File: config.mk
export PLATFORM = sky130hd
export DESIGN_NAME = masked_byte_pattern_search
export DESIGN_NICKNAME = d
export VERILOG_FILES = /design/src/rtl/mbps_pkg.sv /design/src/rtl/mbps_cfg.sv /design/src/rtl/mbps_core.sv /design/src/rtl/masked_byte_pattern_search.sv
export VERILOG_INCLUDE_DIRS = /design/src /design/src/rtl
export SDC_FILE = /design/constraint.sdc
export NUM_CORES = 1
export LEC_CHECK = 0
export BUFFER_PORTS_ARGS = -buffer_cell sky130_fd_sc_hd__buf_2
export CAP_MARGIN = 30
export CORE_ASPECT_RATIO = 1.1
export CORE_MARGIN = 3
export CORE_UTILIZATION = 57
export CTS_BUF_LIST = sky130_fd_sc_hd__clkbuf_16
export CTS_CLUSTER_SIZE = 24
export DETAILED_ROUTE_END_ITERATION = 8
export GPL_ROUTABILITY_DRIVEN = 0
export PLACE_DENSITY = 0.79
export SETUP_SLACK_MARGIN = 0.2
export SLEW_MARGIN = 20
export SYNTH_ARGS = -nofsm -noshare
export SYNTH_HDL_FRONTEND = slang
export SYNTH_HIERARCHICAL = 1
export SYNTH_SLANG_ARGS = --single-unit
File: constraint.sdc
create_clock -name clk_i -period 7.65 [get_ports clk_i]
set_input_delay 1.1475 -clock clk_i [delete_from_list [all_inputs] [get_ports clk_i]]
set_output_delay 1.1475 -clock clk_i [all_outputs]
set_load 0.02 [all_outputs]
File: src/rtl/assert_macros.svh
// ----------------------------------------------------------------------------
// Assertion macros
// Shared concurrent assertion helpers clocked on clk_i and disabled in reset.
// ----------------------------------------------------------------------------
`ifndef ASSERT_MACROS_SVH
`define ASSERT_MACROS_SVH

// Checks a property at every rising edge of clk_i outside of reset.
`define ASSERT_CLK(label, prop, msg) \
  label: assert property (@(posedge clk_i) disable iff (!rst_ni) (prop)) \
    else $error(msg);

// Checks that an antecedent implies a consequent in the same cycle.
`define ASSERT_IMPL(label, ante, cons, msg) \
  label: assert property (@(posedge clk_i) disable iff (!rst_ni) (ante) |-> (cons)) \
    else $error(msg);

`endif

File: src/rtl/mbps_pkg.sv
// ----------------------------------------------------------------------------
// mbps_pkg
// Shared constants, register codes and types of the masked byte pattern search.
// ----------------------------------------------------------------------------
`default_nettype none

package mbps_pkg;

  // Sizing of the search.
  localparam int MAX_PATTERN = 16;
  localparam int MAX_ALIGN   = 64;
  localparam int OFFSET_BITS = 32;

  // Fixed field widths of the ports.
  localparam int PAT_BYTES   = 16;
  localparam int CFG_IDX_W   = 3;
  localparam int CFG_DATA_W  = 64;
  localparam int RAW_LEN_W   = 5;
  localparam int RAW_ALIGN_W = 7;
  localparam int OUT_W       = 32;

  // Derived widths.
  localparam int LEN_W     = $clog2(MAX_PATTERN + 1);
  localparam int ALIGN_W   = $clog2(MAX_ALIGN + 1);
  localparam int PH_W      = (MAX_ALIGN > 1) ? $clog2(MAX_ALIGN) : 1;
  localparam int IDX_W     = (MAX_PATTERN > 1) ? $clog2(MAX_PATTERN) : 1;
  localparam int WIN_DEPTH = (MAX_PATTERN > 1) ? MAX_PATTERN - 1 : 1;
  localparam int AL_W      = $clog2((MAX_PATTERN + 1) * MAX_ALIGN + 1);

  // Configuration register indexes.
  typedef enum logic [CFG_IDX_W-1:0] {
    REG_PAT_LOW    = 3'd0,
    REG_PAT_HIGH   = 3'd1,
    REG_CARE_MASK  = 3'd2,
    REG_PAT_LENGTH = 3'd3,
    REG_ALIGNMENT  = 3'd4,
    REG_REPORT_ALL = 3'd5
  } cfg_reg_e;

  // Effective configuration seen by the match core.
  typedef struct packed {
    logic [PAT_BYTES-1:0][7:0] pat;
    logic [PAT_BYTES-1:0]      care;
    logic [LEN_W-1:0]          len;
    logic [ALIGN_W-1:0]        align;
    logic                      report_all;
  } cfg_t;

  // Status of the match core for the item being evaluated.
  typedef struct packed {
    logic hit;
    logic done;
  } core_stat_t;

endpackage

`default_nettype wire

File: src/rtl/mbps_cfg.sv
// ----------------------------------------------------------------------------
// mbps_cfg
// Configuration register file; length and alignment are stored already clamped.
// ----------------------------------------------------------------------------
`default_nettype none

module mbps_cfg (
  input  logic                             clk_i,
  input  logic                             rst_ni,
  input  logic                             cfg_valid_i,
  input  logic [mbps_pkg::CFG_IDX_W-1:0]   cfg_index_i,
  input  logic [mbps_pkg::CFG_DATA_W-1:0]  cfg_data_i,
  output mbps_pkg::cfg_t                   cfg_o
);
  import mbps_pkg::*;

  logic [63:0]          pat_lo_q;
  logic [63:0]          pat_hi_q;
  logic [PAT_BYTES-1:0] care_q;
  logic [LEN_W-1:0]     len_q;
  logic [ALIGN_W-1:0]   align_q;
  logic                 report_all_q;

  logic [RAW_LEN_W-1:0]   raw_len;
  logic [RAW_ALIGN_W-1:0] raw_align;
  logic [LEN_W-1:0]       len_d;
  logic [ALIGN_W-1:0]     align_d;

  // Clamp length and alignment to their legal ranges at write time.
  always_comb begin
    raw_len   = cfg_data_i[RAW_LEN_W-1:0];
    raw_align = cfg_data_i[RAW_ALIGN_W-1:0];
    if (raw_len == '0) begin
      len_d = LEN_W'(1);
    end else if (int'(raw_len) > MAX_PATTERN) begin
      len_d = LEN_W'(MAX_PATTERN);
    end else begin
      len_d = LEN_W'(raw_len);
    end
    if (raw_align == '0) begin
      align_d = ALIGN_W'(1);
    end else if (int'(raw_align) > MAX_ALIGN) begin
      align_d = ALIGN_W'(MAX_ALIGN);
    end else begin
      align_d = ALIGN_W'(raw_align);
    end
  end

  // Register writes; unknown indexes are ignored.
  always_ff @(posedge clk_i or negedge rst_ni) begin
    if (!rst_ni) begin
      pat_lo_q     <= '0;
      pat_hi_q     <= '0;
      care_q       <= '0;
      len_q        <= LEN_W'(1);
      align_q      <= ALIGN_W'(1);
      report_all_q <= 1'b0;
    end else if (cfg_valid_i) begin
      unique case (cfg_index_i)
        REG_PAT_LOW:    pat_lo_q     <= cfg_data_i;
        REG_PAT_HIGH:   pat_hi_q     <= cfg_data_i;
        REG_CARE_MASK:  care_q       <= cfg_data_i[PAT_BYTES-1:0];
        REG_PAT_LENGTH: len_q        <= len_d;
        REG_ALIGNMENT:  align_q      <= align_d;
        REG_REPORT_ALL: report_all_q <= cfg_data_i[0];
        default: ;
      endcase
    end
  end

  assign cfg_o.pat        = {pat_hi_q, pat_lo_q};
  assign cfg_o.care       = care_q;
  assign cfg_o.len        = len_q;
  assign cfg_o.align      = align_q;
  assign cfg_o.report_all = report_all_q;

endmodule

`default_nettype wire

File: src/rtl/mbps_core.sv
// ----------------------------------------------------------------------------
// mbps_core
// Scan state (byte window, offset counter, phase, spacing) and the masked
// compare of the window that ends on the current byte.
// ----------------------------------------------------------------------------
`default_nettype none

module mbps_core (
  input  logic                          clk_i,
  input  logic                          rst_ni,
  input  mbps_pkg::cfg_t                cfg_i,
  input  logic                          step_i,
  input  logic [7:0]                    data_byte_i,
  input  logic                          region_end_i,
  output mbps_pkg::core_stat_t          stat_o,
  output logic [mbps_pkg::OUT_W-1:0]    match_offset_o
);
  import mbps_pkg::*;

  localparam logic [OFFSET_BITS-1:0] CNT_MAX = {OFFSET_BITS{1'b1}};

  logic [WIN_DEPTH-1:0][7:0] win_q, win_d;
  logic [OFFSET_BITS-1:0]    cnt_q, cnt_d;
  logic [PH_W-1:0]           ph_q, ph_d;
  logic [OFFSET_BITS-1:0]    ens_q, ens_d;
  logic                      done_q, done_d;

  logic [MAX_PATTERN-1:0][7:0] win_new;
  logic [OFFSET_BITS-1:0]      cnt_inc;
  logic [ALIGN_W-1:0]          ph_inc;
  logic [PH_W-1:0]             ph_new;
  logic [OFFSET_BITS-1:0]      start;
  logic [OFFSET_BITS:0]        next_sum;
  logic [OFFSET_BITS:0]        adv;
  logic                      not_sat;
  logic                      len_ok;
  logic                      align_ok;
  logic                      pat_ok;
  logic                      hit;

  // Window as it stands after the new byte is shifted in.
  always_comb begin
    win_new[0] = data_byte_i;
    for (int i = 1; i < MAX_PATTERN; i++) begin
      win_new[i] = win_q[i-1];
    end
  end

  // Offset counter and running alignment phase.
  always_comb begin
    not_sat = (cnt_q != CNT_MAX);
    cnt_inc = cnt_q + OFFSET_BITS'(1);
    ph_inc  = ALIGN_W'(ph_q) + ALIGN_W'(1);
    if (ph_inc >= cfg_i.align) begin
      ph_new = '0;
    end else begin
      ph_new = PH_W'(ph_inc);
    end
    len_ok = (cnt_inc >= OFFSET_BITS'(cfg_i.len));
    start  = cnt_inc - OFFSET_BITS'(cfg_i.len);
  end

  // The start is aligned when phase + k * alignment equals the length for some k.
  always_comb begin
    align_ok = 1'b0;
    for (int k = 0; k <= MAX_PATTERN; k++) begin
      if (AL_W'(ph_new) + AL_W'(k) * AL_W'(cfg_i.align) == AL_W'(cfg_i.len)) begin
        align_ok = 1'b1;
      end
    end
  end

  // Masked compare: pattern byte j lines up with window entry len - 1 - j.
  always_comb begin
    logic [IDX_W-1:0] idx;
    logic             byte_ok;
    pat_ok = 1'b1;
    for (int j = 0; j < MAX_PATTERN; j++) begin
      idx     = IDX_W'(int'(cfg_i.len) - 1 - j);
      byte_ok = 1'b1;
      if (j < PAT_BYTES && j < int'(cfg_i.len)) begin
        if (cfg_i.care[IDX_W'(j)] && (win_new[idx] != cfg_i.pat[IDX_W'(j)])) begin
          byte_ok = 1'b0;
        end
      end
      pat_ok = pat_ok & byte_ok;
    end
  end

  // Hit decision and the spacing to the next allowed start.
  always_comb begin
    hit      = not_sat && len_ok && !done_q && align_ok && (start >= ens_q) && pat_ok;
    adv      = (cfg_i.align > ALIGN_W'(1)) ? (OFFSET_BITS+1)'(cfg_i.align)
                                           : (OFFSET_BITS+1)'(cfg_i.len);
    next_sum = {1'b0, start} + adv;
  end

  // Next scan state.
  always_comb begin
    win_d  = win_new[WIN_DEPTH-1:0];
    cnt_d  = cnt_q;
    ph_d   = ph_q;
    ens_d  = ens_q;
    done_d = done_q;
    if (not_sat) begin
      cnt_d = cnt_inc;
      ph_d  = ph_new;
    end
    if (hit) begin
      if (cfg_i.report_all) begin
        ens_d = next_sum[OFFSET_BITS] ? CNT_MAX : next_sum[OFFSET_BITS-1:0];
      end else begin
        done_d = 1'b1;
      end
    end
    if (region_end_i) begin
      win_d  = '0;
      cnt_d  = '0;
      ph_d   = '0;
      ens_d  = '0;
      done_d = 1'b0;
    end
  end

  // Scan state advances once per processed byte.
  always_ff @(posedge clk_i or negedge rst_ni) begin
    if (!rst_ni) begin
      win_q  <= '0;
      cnt_q  <= '0;
      ph_q   <= '0;
      ens_q  <= '0;
      done_q <= 1'b0;
    end else if (step_i) begin
      win_q  <= win_d;
      cnt_q  <= cnt_d;
      ph_q   <= ph_d;
      ens_q  <= ens_d;
      done_q <= done_d;
    end
  end

  assign stat_o.hit     = hit;
  assign stat_o.done    = done_q;
  assign match_offset_o = OUT_W'(start);

endmodule

`default_nettype wire

File: src/rtl/masked_byte_pattern_search.sv
// ----------------------------------------------------------------------------
// masked_byte_pattern_search
// Streaming search of a byte stream for a masked pattern of up to 16 bytes.
// ----------------------------------------------------------------------------
// Usage:
//   Bytes arrive on the input channel (in_valid_i, data_byte_i, region_end_i);
//   a transaction completes when in_valid_i is high and in_stall_o is low.
//   Each hit leaves on the output channel as match_offset_o, the start offset
//   of the matching window within the current region; a transaction completes
//   when out_valid_o is high and out_stall_i is low.
//   The configuration channel (cfg_valid_i, cfg_index_i, cfg_data_i) writes
//   one register per transaction and is always ready. Write it only while no
//   bytes are in flight.
//   Throughput is one byte per cycle unless the receiver stalls: the input
//   register, the combinational compare against all window positions and
//   the result register overlap. Each byte is held in the input register and its hit in the result register.
//   A byte with region_end_i set ends the region; the scan state returns to
//   its reset values after that byte is evaluated.
//   When the receiver stalls with a result waiting, the input register holds
//   one more byte and then in_stall_o rises until the result is taken.
//   Reset clears the scan state and sets length 1, alignment 1, first-hit mode.
// ----------------------------------------------------------------------------
`default_nettype none

module masked_byte_pattern_search (
  input  logic                             clk_i,
  input  logic                             rst_ni,
  input  logic                             in_valid_i,
  output logic                             in_stall_o,
  input  logic [7:0]                       data_byte_i,
  input  logic                             region_end_i,
  output logic                             out_valid_o,
  input  logic                             out_stall_i,
  output logic [mbps_pkg::OUT_W-1:0]       match_offset_o,
  input  logic                             cfg_valid_i,
  output logic                             cfg_ready_o,
  input  logic [mbps_pkg::CFG_IDX_W-1:0]   cfg_index_i,
  input  logic [mbps_pkg::CFG_DATA_W-1:0]  cfg_data_i
);
  import mbps_pkg::*;

`include "assert_macros.svh"

  cfg_t       cfg;
  core_stat_t stat;

  logic             in_valid_q;
  logic [7:0]       byte_q;
  logic             end_q;
  logic             out_valid_q;
  logic [OUT_W-1:0] offset_q;
  logic [OUT_W-1:0] core_offset;
  logic             adv;
  logic             step;
  logic             in_accept;

  // Handshake control.
  assign adv         = !out_valid_q || !out_stall_i;
  assign step        = in_valid_q && adv;
  assign in_stall_o  = in_valid_q && !adv;
  assign in_accept   = in_valid_i && !in_stall_o;
  assign cfg_ready_o = 1'b1;

  mbps_cfg u_cfg (
    .clk_i       (clk_i),
    .rst_ni      (rst_ni),
    .cfg_valid_i (cfg_valid_i),
    .cfg_index_i (cfg_index_i),
    .cfg_data_i  (cfg_data_i),
    .cfg_o       (cfg)
  );

  // Input register.
  always_ff @(posedge clk_i or negedge rst_ni) begin
    if (!rst_ni) begin
      in_valid_q <= 1'b0;
    end else if (!in_stall_o) begin
      in_valid_q <= in_valid_i;
    end
  end

  always_ff @(posedge clk_i) begin
    if (in_accept) begin
      byte_q <= data_byte_i;
      end_q  <= region_end_i;
    end
  end

  mbps_core u_core (
    .clk_i          (clk_i),
    .rst_ni         (rst_ni),
    .cfg_i          (cfg),
    .step_i         (step),
    .data_byte_i    (byte_q),
    .region_end_i   (end_q),
    .stat_o         (stat),
    .match_offset_o (core_offset)
  );

  // Result register.
  always_ff @(posedge clk_i or negedge rst_ni) begin
    if (!rst_ni) begin
      out_valid_q <= 1'b0;
    end else if (adv) begin
      out_valid_q <= step && stat.hit;
    end
  end

  always_ff @(posedge clk_i) begin
    if (step && stat.hit) begin
      offset_q <= core_offset;
    end
  end

  assign out_valid_o    = out_valid_q;
  assign match_offset_o = offset_q;

  // A full input register behind a stalled result must hold off the sender.
  `ASSERT_IMPL(a_stall_backpressure, in_valid_q && out_valid_o && out_stall_i, in_stall_o,
               "input not stalled while result register is blocked")
  // A new result only follows a byte that was held in the input register.
  `ASSERT_IMPL(a_result_source, $rose(out_valid_o), $past(in_valid_q),
               "result appeared without a byte being processed")
  // Once a region is marked done by its first hit in first-hit mode, no further hit is raised.
  `ASSERT_IMPL(a_done_blocks_hit, stat.done, !stat.hit,
               "hit raised after region was marked done")

endmodule

`default_nettype wire

==> metrics.yaml, run 1 <==
status: "finished clean"
die_area_um2: 55400
final_cell_count_no_fill: 3932
dieHeight_um: 246
fp.dieW_um: 225
slew-limit-headroom: 0.369
slowest_delay_ns: 0.63
drtIter0Drc: 2750
grt_max_degree: 149
antenna_left: 0
hold_path.class: "in -> async"
track_usage: 0.305
final_core_util: 0.626
rsz0062_at_grt: "false"
clock_skew_ns: 0.0328
wirelength_mm: 86.8
crit_path_frequent_cell: "ha_1"
dp.cells: 3853
root_buffer: "clkbuf_16"
cts_tree: "done"
grt_pass1_wl_mm: 135
cts_sinks: 319
antenna_found_initial: 6
cp_data_arrival_time_ns: 7.39
vias: 25600
setup_viol: 0
fmax_mhz: 141
synth_area_um2: 30000
cts-buffers-inserted: 37
ctsHoldBuffers: 0
grt_overflow: 0
crit_family: "compound AO/OA/AOI/OAI gates"
crit_path_max_fanout: 32
start_util: 0.581
synthCells: 3198
finalCritPeriodShare: 0.930
end_kind: "flop"
ctsLongestPathBuffers: 3
p_clk_frac: 0.212
worst_pin_slew_ns: 0.947
r2r_slack_ns: 0.53
maxSlewViolCount: 0
setup-tns-final_ns: 0
synth_nets: 3542
cp-start-kind: "flop"
p_int_mw: 4.86
pin_count: 116
crit_path_cell_trace: "ha_1 > nand3_1 > xnor2_1 > ha_1 > a21oi_1 > o21ai_1 > a21oi_2 > nand2_1 > fa_1 > inv_1 > ha_1 > nor2b_1 > nor2_1 > o31ai_1 > a211oi_1 > a2111oi_1 > o311ai_1 > or4_1 > a2111o_1 > nor2_1 > nor3_1 > nand2_1 > a21oi_4 > buf_4"
seqPwrFrac: 0.235
htree_levels: 2
fin_crit_ns: 7.12
setup.worst_path.class: "reg -> reg"
rows: 87
worstSkewPairLatency_ns: 0.56
ys_warn_count: 6
hold_violations: 0
p_sw_mw: 3.73
worstPathBufferInverterCount: 2
p_sw_frac: 0.434
max-cap-violations: 0
p_comb_frac: 0.553
hpwlAfterDp_mm: 63.4
wl_per_cell_um: 22.1
final_nets: 3577
grt_pass1_vias: 25400
drive_above_1_share: 0.140
drc: 0
stdcell_area_um2: 32300
area_growth_pct: 7.83
place.port_buffers: 114
dr.pass1.iters: 6
synth.avg_cell_area_um2: 9.37
placed_cell_area_um2: 31000
crit_required_ns: 7.92
coreArea_um2: 51600
irDropWorstVdd_v: 0.000202
powerDensity_nw_per_um2: 266
cp_slowest_cell: "fa_1"
clk_pin_slew_worst_paths_ns: 0.06
viasPerCell: 6.51
cellLeakagePower_nw: 14.0
final timing paths:
check	startpoint	to	depth (start not counted)
setup / recovery	u_core/ph_q[0]	match_offset_o[19]	24
hold / removal	rst_ni	u_cfg/pat_lo_q[14]	1
setup reg to reg	u_core/ph_q[0]	match_offset_o[19]	24
hold reg to reg	u_core/ens_q[17]	u_core/ens_q[17]	1
max in group asynchronous	rst_ni	u_core/cnt_q[29]	3
min in group clk_i	u_core/ens_q[17]	u_core/ens_q[17]	1
placed cells by master (no fill, tap or decap), types with 61 or more instances in the layout:
| master | instances |
|---|---|
| inv_1 | 294 |
| mux2i_1 | 176 |
| nor2_1 | 109 |
| xor2_1 | 105 |
| nand2_1 | 272 |
| mux4_2 | 66 |
| nand3b_1 | 124 |
| xnor2_1 | 129 |
| a21oi_1 | 80 |
| ha_1 | 197 |
| dfrtp_1 | 276 |
| o21ai_0 | 302 |
| mux2_4 | 61 |
| buf_2 | 114 |
| fa_1 | 65 |
power by group through the flow:
stage / Clock, mW / Sequential, mW / Combinational, mW
floorplan: 0 / 2.02 / 3.36
global placement: 0 / 2.04 / 4.37
detailed placement: 0 / 2.05 / 4.56
CTS: 1.84 / 2.02 / 4.60
global route: 1.91 / 2.03 / 5.09
finish: 1.82 / 2.02 / 4.75
layer usage:
metal | global-route usage | up-vias | part of all wire
met5 | 0 | - | 0.00015
met4 | 0.179 | 2 | 0.068
met3 | 0.0567 | 333 | 0.076
met2 | 0.497 | 1232 | 0.47
met1 | 0.379 | 12500 | 0.39
li1 | - | 11600 | -
cell type report:
type / count / area, um2
clock buffers: 40 / 1000
diodes: 4 / 10.0
flip-flops and latches: 319 / 8190
repair buffers: 170 / 1080
clock inverters: 27 / 230
fillers: 4133 / 19300
inverters: 289 / 1090
multi-input cells: 2416 / 19900
well taps: 667 / 835
per-stage QoR:
stage,worst slack [ns],hold WS [ns],total power [mW]
after global placement,0.335,0.462,6.41
final,0.534,0.455,8.59
after detailed placement,0.319,0.466,6.61
after floorplan,0.665,0.450,5.38
after global routing,0.200,0.457,9.04
after CTS,0.320,0.480,8.45
state kept, by name (all words and copies together) (netlist names), 7 cells and up:
name,cells
u_core/win_new,120
u_core/cnt_q,32
byte_q,8
u_cfg/care_q,8
u_cfg/pat_lo_q,64
u_core/ens_q,32
match_offset_o,32
u_cfg/align_q,7
timing repair:
item                       CTS  global route
buffers inserted             0             3
resized for setup            0             6
setup endpoints to repair    0            64
(Power assumes the default switching activity.)
==> run 2: changes to the inputs <==
Clock period 7.65 ns to 6.4 ns, I/O delays scaled along.
==> run 2 against run 1 <==
  * First-iteration DRC count up 5.6%
  * Register-to-register slack worse by 0.24 ns
  * Total power increased by 21%
  * Largest cell class unchanged
==> metrics.yaml, run 2 (synthesis gave the netlist of run 1 again) <==
irDropWorstVdd_v: 0.000276
pre_cts_ws_ns: -0.221
wl_per_cell_um: 21.9
crit_required_ns: 6.85
track_usage: 0.310
dr.pass1.iters: 8
finalPower_mw: 10.4
setup_ws_ns: 0.295
fin_crit_ns: 6.10
worstSkewPairLatency_ns: 0.58
drc: 0
slew-limit-headroom: 0.361
grt_overflow: 0
antenna_left: 0
drive_above_1_share: 0.174
grt_max_degree: 160
root_buffer: "clkbuf_16"
end_kind: "flop"
wirelength_mm: 87.8
area_growth_pct: 10.8
coreArea_um2: 51600
clk_pin_slew_worst_paths_ns: 0.06
fmax_mhz: 164
worst_pin_slew_ns: 0.958
final_nets: 3654
clock_skew_ns: 0.0362
cts_sinks: 319
maxSlewViolCount: 0
mostFrequentLayoutCell: "o21ai_0"
final_core_util: 0.643
grt_pass1_wl_mm: 138
powerDensity_nw_per_um2: 313
fp.dieW_um: 225
status: "finished clean"
setup_viol: 0
crit_path_frequent_cell: "buf_4"
hpwlAfterDp_mm: 64.2
ctsLongestPathBuffers: 3
cellLeakagePower_nw: 14.4
slowest_delay_ns: 0.52
hold_slack_ns: 0.476
viasPerCell: 6.50
crit_family: "compound AO/OA/AOI/OAI gates"
place.port_buffers: 114
crit_path_max_fanout: 15
layout_common_cells: "o21ai_0 (300), inv_1 (297), dfrtp_1 (269)"
antenna_found_initial: 5
cts-buffers-inserted: 37
pin_count: 116
rows: 87
ctsHoldBuffers: 0
cp_data_arrival_time_ns: 6.56
vias: 26100
dieHeight_um: 246
max-cap-violations: 0
finalCritPeriodShare: 0.954
setup.worst_path.class: "reg -> reg"
largest_register_ffs: 120
worstPathBufferInverterCount: 8
start_util: 0.581
cp_slowest_cell: "fa_1"
die_area_um2: 55400
cts_tree: "done"
htree_levels: 2
grt_pass1_vias: 25800
cp-start-kind: "flop"
hold_path.class: "in -> async"
rsz0062_at_grt: "false"
drtIter0Drc: 2903
hold_violations: 0
run 2: cell count changes in the layout (fill, tap and decap cells not counted), sizes merged:
cell / previous run / this run
buf: 170 / 245
inv: 297 / 301
bufinv: 4 / 1
clkbuf: 40 / 38
clkinvlp: 2 / 4
a21oi: 82 / 83
clkinv: 13 / 14
run 2: per-stage QoR:
step / instances / setup TNS (ns) / instance area (um2)
global route: 4006 / 0 / 33200
detailed placement: 3916 / -11.30 / 31500
finish: 4010 / 0 / 33200
floorplan: 3198 / 0 / 30100
CTS: 3990 / 0 / 32800
global placement: 3915 / 0 / 31500
run 2: worst paths after layout:
kind	from	end	slack, ns	cells after the start
worst min register to register	u_core/ens_q[17]	u_core/ens_q[17]	0.49	1
worst max register to register	u_core/ph_q[1]	u_core/ens_q[18]	0.30	27
min in group clk_i	u_core/ens_q[17]	u_core/ens_q[17]	0.49	1
worst max-delay path	u_core/ph_q[1]	u_core/ens_q[18]	0.30	27
max in group asynchronous	rst_ni	u_core/cnt_q[2]	4.42	2
worst min-delay path	rst_ni	u_cfg/pat_lo_q[20]	0.48	1
run 2: repair_timing:
item	CTS	global route
endpoints found under the setup margin	65	66
resized for setup	6	45
buffers inserted	5	11
pin swaps	0	11
cloned	1	2
run 2: final cells by class:
type | count | area [um2]
clock buffers | 37 | 926
well taps | 667 | 835
clock inverters | 31 | 221
inverters | 289 | 1100
multi-input cells | 2417 | 20200
fillers | 4021 | 18400
flip-flops and latches | 319 | 8210
diodes | 4 | 10.0
repair buffers | 246 | 1730
run 2: metal layers:
metal / GRT usage / vias to the layer above / share of wire
met2: 0.518 / 1341 / 0.48
met5: 0 / - / 0
met1: 0.381 / 12700 / 0.38
met4: 0.183 / 0 / 0.068
li1: - / 11700 / -
met3: 0.0493 / 350 / 0.078
run 2: where the power goes:
part / leakage (nW) / total, mW / internal (mW) / switching (mW)
sequential: 4.07 / 2.43 / 2.24 / 0.187
combinational: 9.75 / 5.96 / 2.49 / 3.47
clock: 0.611 / 2.01 / 1.11 / 0.905
total: 14.4 / 10.4 / 5.84 / 4.56
run 2: worst reg2reg max path, stage by stage, from the launching register on:
cell	delay [ns]
dfrtp_1	0.43
ha_4	0.18
nand3_2	0.13
xnor2_2	0.17
ha_1	0.35
nand2_1	0.11
nor2_4	0.20
a21oi_2	0.08
buf_4	0.17
nand2_4	0.11
clkinvlp_4	0.14
buf_4	0.15
buf_4	0.17
fa_1	0.52
ha_1	0.39
inv_1	0.08
o311ai_0	0.45
and3_1	0.24
o21ai_0	0.10
a2111o_1	0.49
o221ai_1	0.11
a2111o_1	0.18
nor2_2	0.06
buf_4	0.13
o41a_1	0.30
buf_4	0.17
buf_12	0.15
a22o_1	0.25
